**config.mk**
```make
export PLATFORM = sky130hd
export DESIGN_NAME = tensor_permute_address_gen_unit
export DESIGN_NICKNAME = d
export VERILOG_FILES = /design/src/rtl/tpag_pkg.sv /design/src/rtl/tensor_permute_address_gen_unit.sv /design/src/rtl/tpag_ctrl.sv /design/src/rtl/tpag_dp.sv
export SDC_FILE = /design/constraint.sdc
export NUM_CORES = 2
export LEC_CHECK = 0
export BUFFER_PORTS_ARGS = -buffer_cell sky130_fd_sc_hd__buf_2
export CORE_UTILIZATION = 45
export CTS_BUF_LIST = sky130_fd_sc_hd__clkbuf_8
export DETAILED_ROUTE_END_ITERATION = 8
export PLACE_DENSITY = 0.69
export SETUP_SLACK_MARGIN = 0.02
export SYNTH_ARGS = -nofsm -noshare
export SYNTH_HDL_FRONTEND = slang
export SYNTH_HIERARCHICAL = 1
export SYNTH_SLANG_ARGS = --single-unit
```
**constraint.sdc**
```tcl
create_clock -name i_clk -period 29.5 [get_ports i_clk]
set_input_delay 4.425 -clock i_clk [delete_from_list [all_inputs] [get_ports i_clk]]
set_output_delay 4.425 -clock i_clk [all_outputs]
set_load 0.005 [all_outputs]
```
**src/rtl/tpag_pkg.sv**
```systemverilog
// Package for the tensor permute address generator: sizes, register indexes,
// the controller/datapath command and status types and the rank clamp.
package tpag_pkg;

    localparam int MAX_RANK   = 8;
    localparam int SIZE_BITS  = 16;
    localparam int ADDR_BITS  = 32;
    localparam int DATA_BITS  = 64;

    // Fixed by the register layout.
    localparam int NUM_AXES   = 8;
    localparam int AXIS_W     = $clog2(NUM_AXES);
    localparam int FIELD_W    = 16;
    localparam int ORDER_W    = 3;
    localparam int RANK_W     = 4;
    localparam int ORDER_BITS = 24;
    localparam int CFG_W      = 64;
    localparam int CFG_IDX_W  = 2;
    localparam int OUT_ADDR_W = 32;
    localparam int ELEM_W     = 64;

    localparam logic [CFG_IDX_W-1:0] REG_RANK       = 2'd0;
    localparam logic [CFG_IDX_W-1:0] REG_AXIS_ORDER = 2'd1;
    localparam logic [CFG_IDX_W-1:0] REG_SIZES_LOW  = 2'd2;
    localparam logic [CFG_IDX_W-1:0] REG_SIZES_HIGH = 2'd3;

    localparam logic [RANK_W-1:0]     RANK_RESET  = 4'd1;
    localparam logic [ORDER_BITS-1:0] ORDER_RESET = 24'hFAC688;

    typedef logic [AXIS_W-1:0] t_axis;

    typedef struct packed {
        logic  start;        // latch sizes, clear counters, seed stride table
        logic  stride_step;  // one destination axis of the stride product chain
        logic  rw_mul;       // rewind product of one axis
        logic  rw_acc;       // step entry of one axis, accumulate rewind
        logic  fire;         // advance the odometer and load the output register
        logic  use_hold;     // take the element from the hold register
        t_axis idx;
        t_axis last_axis;    // rank minus one
    } t_dp_cmd;

    typedef struct packed {
        logic wrap;          // every axis in use sits at its limit
        logic out_free;      // output register can take a result this cycle
    } t_dp_status;

    function automatic t_axis clamp_last(input logic [RANK_W-1:0] rank);
        t_axis last;
        if (rank == '0) begin
            last = '0;
        end else if (int'(rank) > MAX_RANK) begin
            last = AXIS_W'(MAX_RANK - 1);
        end else begin
            last = AXIS_W'(rank - 1'b1);
        end
        return last;
    endfunction

endpackage

```
**src/rtl/tensor_permute_address_gen_unit.sv**
```systemverilog
// The first element of a tensor is taken at once; its result appears after the stride chain
// and rewind pass, once the output register is free. The remaining elements run one per
// cycle while the receiver does not stall, each result in the cycle after its transfer.
// Reset (synchronous, active low) returns the controller to idle, empties the output
// register and restores the configuration registers; tables are rebuilt at every tensor start.
module tensor_permute_address_gen_unit (
    input  logic                              i_clk,
    input  logic                              i_rst_n,
    input  logic                              i_cfg_we,
    input  logic [tpag_pkg::CFG_IDX_W-1:0]    i_cfg_index,
    input  logic [tpag_pkg::CFG_W-1:0]        i_cfg_data,
    input  logic                              i_in_valid,
    output logic                              o_in_stall,
    input  logic [tpag_pkg::ELEM_W-1:0]       i_element_data,
    output logic                              o_out_valid,
    input  logic                              i_out_stall,
    output logic [tpag_pkg::OUT_ADDR_W-1:0]   o_dest_address,
    output logic [tpag_pkg::ELEM_W-1:0]       o_element_out,
    output logic                              o_last_element
);
    import tpag_pkg::*;

    // The configuration registers live here. Rank and the axis sizes are copied
    // into the controller and datapath when a tensor starts, so a write while a
    // tensor is running only takes effect at the next tensor. The axis order is
    // read during the set-up pass, which follows straight on from the first
    // transfer of a tensor.
    logic [RANK_W-1:0]     r_rank;
    logic [ORDER_BITS-1:0] r_axis_order;
    logic [CFG_W-1:0]      r_sizes_low;
    logic [CFG_W-1:0]      r_sizes_high;

    always_ff @(posedge i_clk) begin
        if (!i_rst_n) begin
            r_rank       <= RANK_RESET;
            r_axis_order <= ORDER_RESET;
            r_sizes_low  <= '0;
            r_sizes_high <= '0;
        end else if (i_cfg_we) begin
            case (i_cfg_index)
                REG_RANK:       r_rank       <= i_cfg_data[RANK_W-1:0];
                REG_AXIS_ORDER: r_axis_order <= i_cfg_data[ORDER_BITS-1:0];
                REG_SIZES_LOW:  r_sizes_low  <= i_cfg_data;
                REG_SIZES_HIGH: r_sizes_high <= i_cfg_data;
                default: begin
                end
            endcase
        end
    end

    // The controller sequences the set-up pass and then releases the input
    // channel; the datapath holds the tables, the axis counters and the
    // output register, which decouples the two channels.
    t_dp_cmd    w_cmd;
    t_dp_status w_status;

    tpag_ctrl u_ctrl (
        .i_clk      (i_clk),
        .i_rst_n    (i_rst_n),
        .i_in_valid (i_in_valid),
        .i_rank     (r_rank),
        .i_status   (w_status),
        .o_in_stall (o_in_stall),
        .o_cmd      (w_cmd)
    );

    tpag_dp u_dp (
        .i_clk          (i_clk),
        .i_rst_n        (i_rst_n),
        .i_cmd          (w_cmd),
        .i_axis_order   (r_axis_order),
        .i_sizes_low    (r_sizes_low),
        .i_sizes_high   (r_sizes_high),
        .i_element_data (i_element_data),
        .i_out_stall    (i_out_stall),
        .o_status       (w_status),
        .o_out_valid    (o_out_valid),
        .o_dest_address (o_dest_address),
        .o_element_out  (o_element_out),
        .o_last_element (o_last_element)
    );

endmodule

```
**src/rtl/tpag_ctrl.sv**
```systemverilog
// Controller state machine of the tensor permute address generator.
// Depends on tpag_pkg for the command and status types.
module tpag_ctrl (
    input  logic                          i_clk,
    input  logic                          i_rst_n,
    input  logic                          i_in_valid,
    input  logic [tpag_pkg::RANK_W-1:0]   i_rank,
    input  tpag_pkg::t_dp_status          i_status,
    output logic                          o_in_stall,
    output tpag_pkg::t_dp_cmd             o_cmd
);
    import tpag_pkg::*;

    localparam logic [2:0] ST_IDLE   = 3'd0;
    localparam logic [2:0] ST_STRIDE = 3'd1;
    localparam logic [2:0] ST_RW_MUL = 3'd2;
    localparam logic [2:0] ST_RW_ACC = 3'd3;
    localparam logic [2:0] ST_FIRST  = 3'd4;
    localparam logic [2:0] ST_RUN    = 3'd5;

    logic [2:0] r_state, n_state;
    t_axis      r_idx, n_idx;
    t_axis      r_last, n_last;

    always_comb begin
        n_state    = r_state;
        n_idx      = r_idx;
        n_last     = r_last;
        o_in_stall = 1'b1;
        o_cmd      = '0;
        case (r_state)
            ST_IDLE: begin
                o_in_stall = 1'b0;
                n_last     = clamp_last(i_rank);
                if (i_in_valid) begin
                    o_cmd.start = 1'b1;
                    n_idx       = n_last;
                    n_state     = ST_STRIDE;
                end
            end
            ST_STRIDE: begin
                o_cmd.stride_step = 1'b1;
                if (r_idx == '0) begin
                    n_idx   = r_last;
                    n_state = ST_RW_MUL;
                end else begin
                    n_idx = r_idx - 1'b1;
                end
            end
            ST_RW_MUL: begin
                o_cmd.rw_mul = 1'b1;
                n_state      = ST_RW_ACC;
            end
            ST_RW_ACC: begin
                o_cmd.rw_acc = 1'b1;
                if (r_idx == '0) begin
                    n_state = ST_FIRST;
                end else begin
                    n_idx   = r_idx - 1'b1;
                    n_state = ST_RW_MUL;
                end
            end
            ST_FIRST: begin
                if (i_status.out_free) begin
                    o_cmd.fire     = 1'b1;
                    o_cmd.use_hold = 1'b1;
                    n_state        = i_status.wrap ? ST_IDLE : ST_RUN;
                end
            end
            ST_RUN: begin
                o_in_stall = !i_status.out_free;
                if (i_in_valid && i_status.out_free) begin
                    o_cmd.fire = 1'b1;
                    if (i_status.wrap) begin
                        n_state = ST_IDLE;
                    end
                end
            end
            default: begin
                n_state = ST_IDLE;
            end
        endcase
        o_cmd.idx       = r_idx;
        o_cmd.last_axis = n_last;
    end

    always_ff @(posedge i_clk) begin
        if (!i_rst_n) begin
            r_state <= ST_IDLE;
            r_idx   <= '0;
            r_last  <= '0;
        end else begin
            r_state <= n_state;
            r_idx   <= n_idx;
            r_last  <= n_last;
        end
    end

endmodule

```
**src/rtl/tpag_dp.sv**
```systemverilog
// Datapath of the tensor permute address generator: stride and step tables,
// axis counters, address register and the output register. Depends on tpag_pkg.
module tpag_dp (
    input  logic                              i_clk,
    input  logic                              i_rst_n,
    input  tpag_pkg::t_dp_cmd                 i_cmd,
    input  logic [tpag_pkg::ORDER_BITS-1:0]   i_axis_order,
    input  logic [tpag_pkg::CFG_W-1:0]        i_sizes_low,
    input  logic [tpag_pkg::CFG_W-1:0]        i_sizes_high,
    input  logic [tpag_pkg::ELEM_W-1:0]       i_element_data,
    input  logic                              i_out_stall,
    output tpag_pkg::t_dp_status              o_status,
    output logic                              o_out_valid,
    output logic [tpag_pkg::OUT_ADDR_W-1:0]   o_dest_address,
    output logic [tpag_pkg::ELEM_W-1:0]       o_element_out,
    output logic                              o_last_element
);
    import tpag_pkg::*;

    logic [2*CFG_W-1:0]   w_sizes;
    logic [SIZE_BITS-1:0] r_limit  [NUM_AXES];
    logic [SIZE_BITS-1:0] r_cnt    [NUM_AXES];
    logic [SIZE_BITS-1:0] n_cnt    [NUM_AXES];
    logic [ADDR_BITS-1:0] r_stride [NUM_AXES];
    logic [ADDR_BITS-1:0] r_step   [NUM_AXES];
    logic [NUM_AXES-1:0]  r_claim;
    logic [ADDR_BITS-1:0] r_acc, n_acc;
    logic [ADDR_BITS-1:0] r_prod, n_prod;
    logic [ADDR_BITS-1:0] r_suffix;
    logic [ADDR_BITS-1:0] r_addr, n_addr;
    logic [DATA_BITS-1:0] r_hold;
    logic [ADDR_BITS-1:0] r_out_addr;
    logic [DATA_BITS-1:0] r_out_data;
    logic                 r_out_last;
    logic                 r_out_valid;

    t_axis                w_src, w_lim_idx, w_k;
    logic [SIZE_BITS-1:0] w_lim;
    logic [ADDR_BITS-1:0] w_stride_rd;
    logic [NUM_AXES-1:0]  w_notfull;
    logic                 w_found;
    logic                 w_out_free;

    assign w_sizes     = {i_sizes_high, i_sizes_low};
    assign w_src       = i_axis_order[i_cmd.idx*ORDER_W +: ORDER_W];
    assign w_lim_idx   = i_cmd.stride_step ? w_src : i_cmd.idx;
    assign w_lim       = r_limit[w_lim_idx];
    assign w_stride_rd = r_stride[i_cmd.idx];
    assign n_acc       = ADDR_BITS'(r_acc * (ADDR_BITS'(w_lim) + ADDR_BITS'(1)));
    assign n_prod      = ADDR_BITS'(w_stride_rd * ADDR_BITS'(w_lim));
    assign w_out_free  = !r_out_valid || !i_out_stall;

    // Odometer: the highest axis in use that is below its limit advances.
    always_comb begin
        w_found = 1'b0;
        w_k     = '0;
        for (int a = 0; a < NUM_AXES; a++) begin
            w_notfull[a] = (AXIS_W'(a) <= i_cmd.last_axis) && (r_cnt[a] < r_limit[a]);
            if (w_notfull[a]) begin
                w_found = 1'b1;
                w_k     = AXIS_W'(a);
            end
        end
        for (int a = 0; a < NUM_AXES; a++) begin
            if (!w_found) begin
                n_cnt[a] = '0;
            end else if (AXIS_W'(a) == w_k) begin
                n_cnt[a] = SIZE_BITS'(r_cnt[a] + 1'b1);
            end else if (AXIS_W'(a) > w_k && AXIS_W'(a) <= i_cmd.last_axis) begin
                n_cnt[a] = '0;
            end else begin
                n_cnt[a] = r_cnt[a];
            end
        end
        n_addr = w_found ? ADDR_BITS'(r_addr + r_step[w_k]) : '0;
    end

    always_ff @(posedge i_clk) begin
        if (!i_rst_n) begin
            r_out_valid <= 1'b0;
        end else if (i_cmd.fire) begin
            r_out_valid <= 1'b1;
        end else if (w_out_free) begin
            r_out_valid <= 1'b0;
        end
    end

    always_ff @(posedge i_clk) begin
        if (i_cmd.start) begin
            for (int a = 0; a < NUM_AXES; a++) begin
                r_limit[a]  <= w_sizes[a*FIELD_W +: SIZE_BITS];
                r_cnt[a]    <= '0;
                r_stride[a] <= (AXIS_W'(a) == i_cmd.last_axis) ? ADDR_BITS'(1) : '0;
            end
            r_claim  <= '0;
            r_acc    <= ADDR_BITS'(1);
            r_suffix <= '0;
            r_addr   <= '0;
            r_hold   <= i_element_data[DATA_BITS-1:0];
        end
        // Walking down the destination axes, the first claim of a source axis
        // belongs to the highest destination axis, which is the one that counts.
        if (i_cmd.stride_step) begin
            if (!r_claim[w_src]) begin
                r_stride[w_src] <= r_acc;
                r_claim[w_src]  <= 1'b1;
            end
            r_acc <= n_acc;
        end
        if (i_cmd.rw_mul) begin
            r_prod <= n_prod;
        end
        if (i_cmd.rw_acc) begin
            r_step[i_cmd.idx] <= ADDR_BITS'(w_stride_rd - r_suffix);
            r_suffix          <= ADDR_BITS'(r_suffix + r_prod);
        end
        if (i_cmd.fire) begin
            r_out_addr <= r_addr;
            r_out_data <= i_cmd.use_hold ? r_hold : i_element_data[DATA_BITS-1:0];
            r_out_last <= !w_found;
            r_addr     <= n_addr;
            r_cnt      <= n_cnt;
        end
    end

    assign o_status.wrap     = !w_found;
    assign o_status.out_free = w_out_free;
    assign o_out_valid       = r_out_valid;
    assign o_dest_address    = OUT_ADDR_W'(r_out_addr);
    assign o_element_out     = ELEM_W'(r_out_data);
    assign o_last_element    = r_out_last;

endmodule

```
==> key figures <==
Status
  – Outcome: finished, final reports clean

STA
  – Fmax: 77.3 MHz
  – Pins Over Slew Limit: 0
  – Fin crit period: 12.94 ns
  – Final setup TNS: 0 ns
  – Setup violators final: 0
  – Clk_skew: 0.0397 ns
  – Unrepaired setup endpoints after global routing: false
  – Slew HR: 7.30%
  – Slew @ Worst Pin: 1.39 ns
  – Final hold violation count: 0
  – Post-route clock period utilization: 43.9%

Synthesis
  – Seq cells post-synth: 1231
  – Syn Std Cell Area: 0.0815 mm^2
  – Primary FF master, synth: edfxtp_1
  – Yosys cell types: 100
  – Post-Syn Instances: 7652
  – Syn Nets: 8770
  – Synth area leader: edfxtp_1
  – Area fraction of the dominant cell type after synthesis: 39.0%
  – Post-synthesis sequential area ratio: 43.2%
  – Async SR Flop Fraction: 0%
  – Yosys warnings: 6
  – Synth area leaders: edfxtp_1 39%, fa_1 15%, ha_1 5.5%, nand2_1 5.1%, inv_1 4.5%
  – Syn avg cell area: 10.6 um^2
  – EDFF count, synth: 1057

Critical path
  – Crit end category: flop
  – Worst EP required: 30.17 ns
  – Critical Path AT: 13.60 ns
  – Cell family with most CP delay: simple AND/OR/NAND/NOR gates
  – Startpoint types: flop
  – CP Capture Point: u_dp/r_acc[31]
  – Worst flop-to-flop path endpoint: u_dp/r_acc[31]
  – Worst Path Buf+Inv: 7
  – CP max stage delay: 0.92 ns
  – Total stage count of the critical path: 36
  – Reg2Reg Setup Slack: 16.56 ns
  – Top fanout value on the critical path: 47
  – Slowest CP cell: dfxtp_4
  – RR Startpoint: u_ctrl/r_idx[1]
  – Kind of critical path: flop to flop
  – CP Launch Point: u_ctrl/r_idx[1]
  – Most frequent CP cell: fa_1
  – R2R depth: 36

Cells and area
  – Share of cells above drive strength 1: 10.9%
  – Area growth syn-to-layout: 9.41%
  – # nets final: 8971
  – Most frequent cells in the layout: 1104 x nand2_1, 1057 x edfxtp_1, 1046 x inv_1, 626 x fa_1, 576 x nor2_1
  – Commonest non-fill, non-tap cell in the layout: nand2_1

Routing
  – Wire per inst: 21.7 um
  – DR vias/cell: 5.56
  – Final wirelength: 225000 um
  – Drt drc: 0
  – First-pass DRT Iterations: 7
  – Via Count: 57680
  – Antenna-violating nets left: 0
  – Initial drt markers: 5550

Die
  – Io pins: 234
  – Die area: 0.183 mm^2
  – Row count: 155
  – Core Box Area: 0.179 mm^2
  – Die Ht: 428 um
  – Die Wd: 428 um
  – Initial Utilization: 45.5%

Placed design
  – Port bufs: 233
  – DP HPWL: 159000 um
  – GPL Wtd Cong: 0.940

Global route
  – Gr usage total: 24.6%
  – Antenna violations before repair: 5
  – Largest net degree at the start of global routing: 146
  – Global-route wire length before repair: 345000 um
  – Vias in the first global route: 58474
  – Grt ovf: 0

Clock network
  – Clk sink count: 1231
  – Hold-fix buffers at CTS: 0
  – Post-CTS Setup Repair Bufs: 0
  – Clk Latency, worst-skew pair: 0.92 ns
  – Root Buffer: clkbuf_8
  – PostCTS Resize Cnt: 0
  – Clk slew on worst S/H paths: 0.07 ns
  – CTS max path bufs: 3
  – CTS tree: yes
  – CTS buffer count: 190
  – CTS H-tree lvls: 4

Job
  – Max cap viols: 0

Worst hold path
  – Worst Hold Class: flop to flop
## sequential cells by signal, indices dropped and copies added (netlist names), 32 cells and up
register             flops
r_sizes_high            64
r_sizes_low             64
u_dp/o_dest_address     32
u_dp/o_element_out      64
u_dp/r_acc              32
u_dp/r_addr             32
u_dp/r_cnt             128
u_dp/r_hold             64
u_dp/r_limit           128
u_dp/r_prod             32
u_dp/r_step            256
u_dp/r_stride          256
u_dp/r_suffix           32
## stage by stage
| stage | worst slack [ns] | hold slack, ns | instances | utilization (%) | instance area, um^2 |
|---|---|---|---|---|---|
| after CTS | 16.65 | 0.404 | 10367 | 49.7 | 89100 |
| after floorplan | 16.32 | 0.408 | 7652 | - | 81500 |
| after detailed placement | 16.71 | 0.412 | 10016 | 47.7 | 85500 |
| after global routing | 15.89 | 0.425 | 10368 | 49.7 | 89100 |
| after global placement | 16.86 | 0.410 | 10016 | 47.7 | 85500 |
| final | 16.56 | 0.415 | 10372 | 49.7 | 89100 |
## synth_stat cells, drive strengths merged, types with 168 or more instances
| cell | count |
|---|---|
| mux2i | 205 |
| nor2 | 580 |
| nand2 | 1104 |
| nand3 | 170 |
| clkbuf | 290 |
| dfxtp | 174 |
| inv | 989 |
| edfxtp | 1057 |
| ha | 357 |
| and2 | 411 |
| xnor2 | 168 |
| fa | 626 |
## routing by layer
metal	wire length, um	track usage (%)	up-vias	part of all wire [%]
li1	-	-	25861	-
met1	94900	33.9	28850	42
met2	103000	39.1	2560	46
met3	20800	4.67	407	9.2
met4	6620	8.17	2	2.9
met5	13	0	-	0.0058
## worst reg2reg max path, delay by kind of cell (launching register included)
| family | cells | cell delay [ns] |
|---|---|---|
| and+or+nand+nor | 10 | 3.97 |
| adders and majority gates | 8 | 3.61 |
| AOI/OAI and AO/OA | 8 | 1.87 |
| buffers and inverters | 7 | 1.80 |
| DFF | 1 | 0.92 |
| muxes | 1 | 0.27 |
| xor gates and xnor gates | 2 | 0.26 |
## final cells by class
type,instances,area (um^2)
multi-input combinational,5063,41300
clock buffer,212,2920
tap,2355,2950
inverter,990,3720
fill,15931,90000
antenna,5,12.5
timing repair buffer,377,2270
sequential,1231,35200
clock inverter,139,761
## worst min path at each step
| stage | cells after the start | startpoint | end | slack, ns |
|---|---|---|---|---|
| detailed placement | 0 | r_sizes_low[12] | u_dp/r_limit[0][12] | 0.41 |
| CTS | 0 | r_sizes_low[10] | u_dp/r_limit[0][10] | 0.40 |
| global route | 0 | r_sizes_high[14] | u_dp/r_limit[4][14] | 0.43 |
| global placement | 0 | r_sizes_low[2] | u_dp/r_limit[0][2] | 0.41 |
| floorplan | 0 | r_sizes_low[0] | u_dp/r_limit[0][0] | 0.41 |
| finish | 0 | r_sizes_high[14] | u_dp/r_limit[4][14] | 0.42 |
## kinds of logic after synthesis
family                     after synthesis  share of synthesized area (%)
and+or+nand+nor                       2658                           15.1
buffers and inverters                 1358                           6.41
DFF                                   1231                           43.2
adders and majority gates              985                           20.9
AOI/OAI and AO/OA                      794                           6.53
muxes                                  340                           4.67
xor gates and xnor gates               286                           3.19
Power is not shown: default switching activity piles up to over one toggle a cycle in this logic, so the estimate is an artifact.
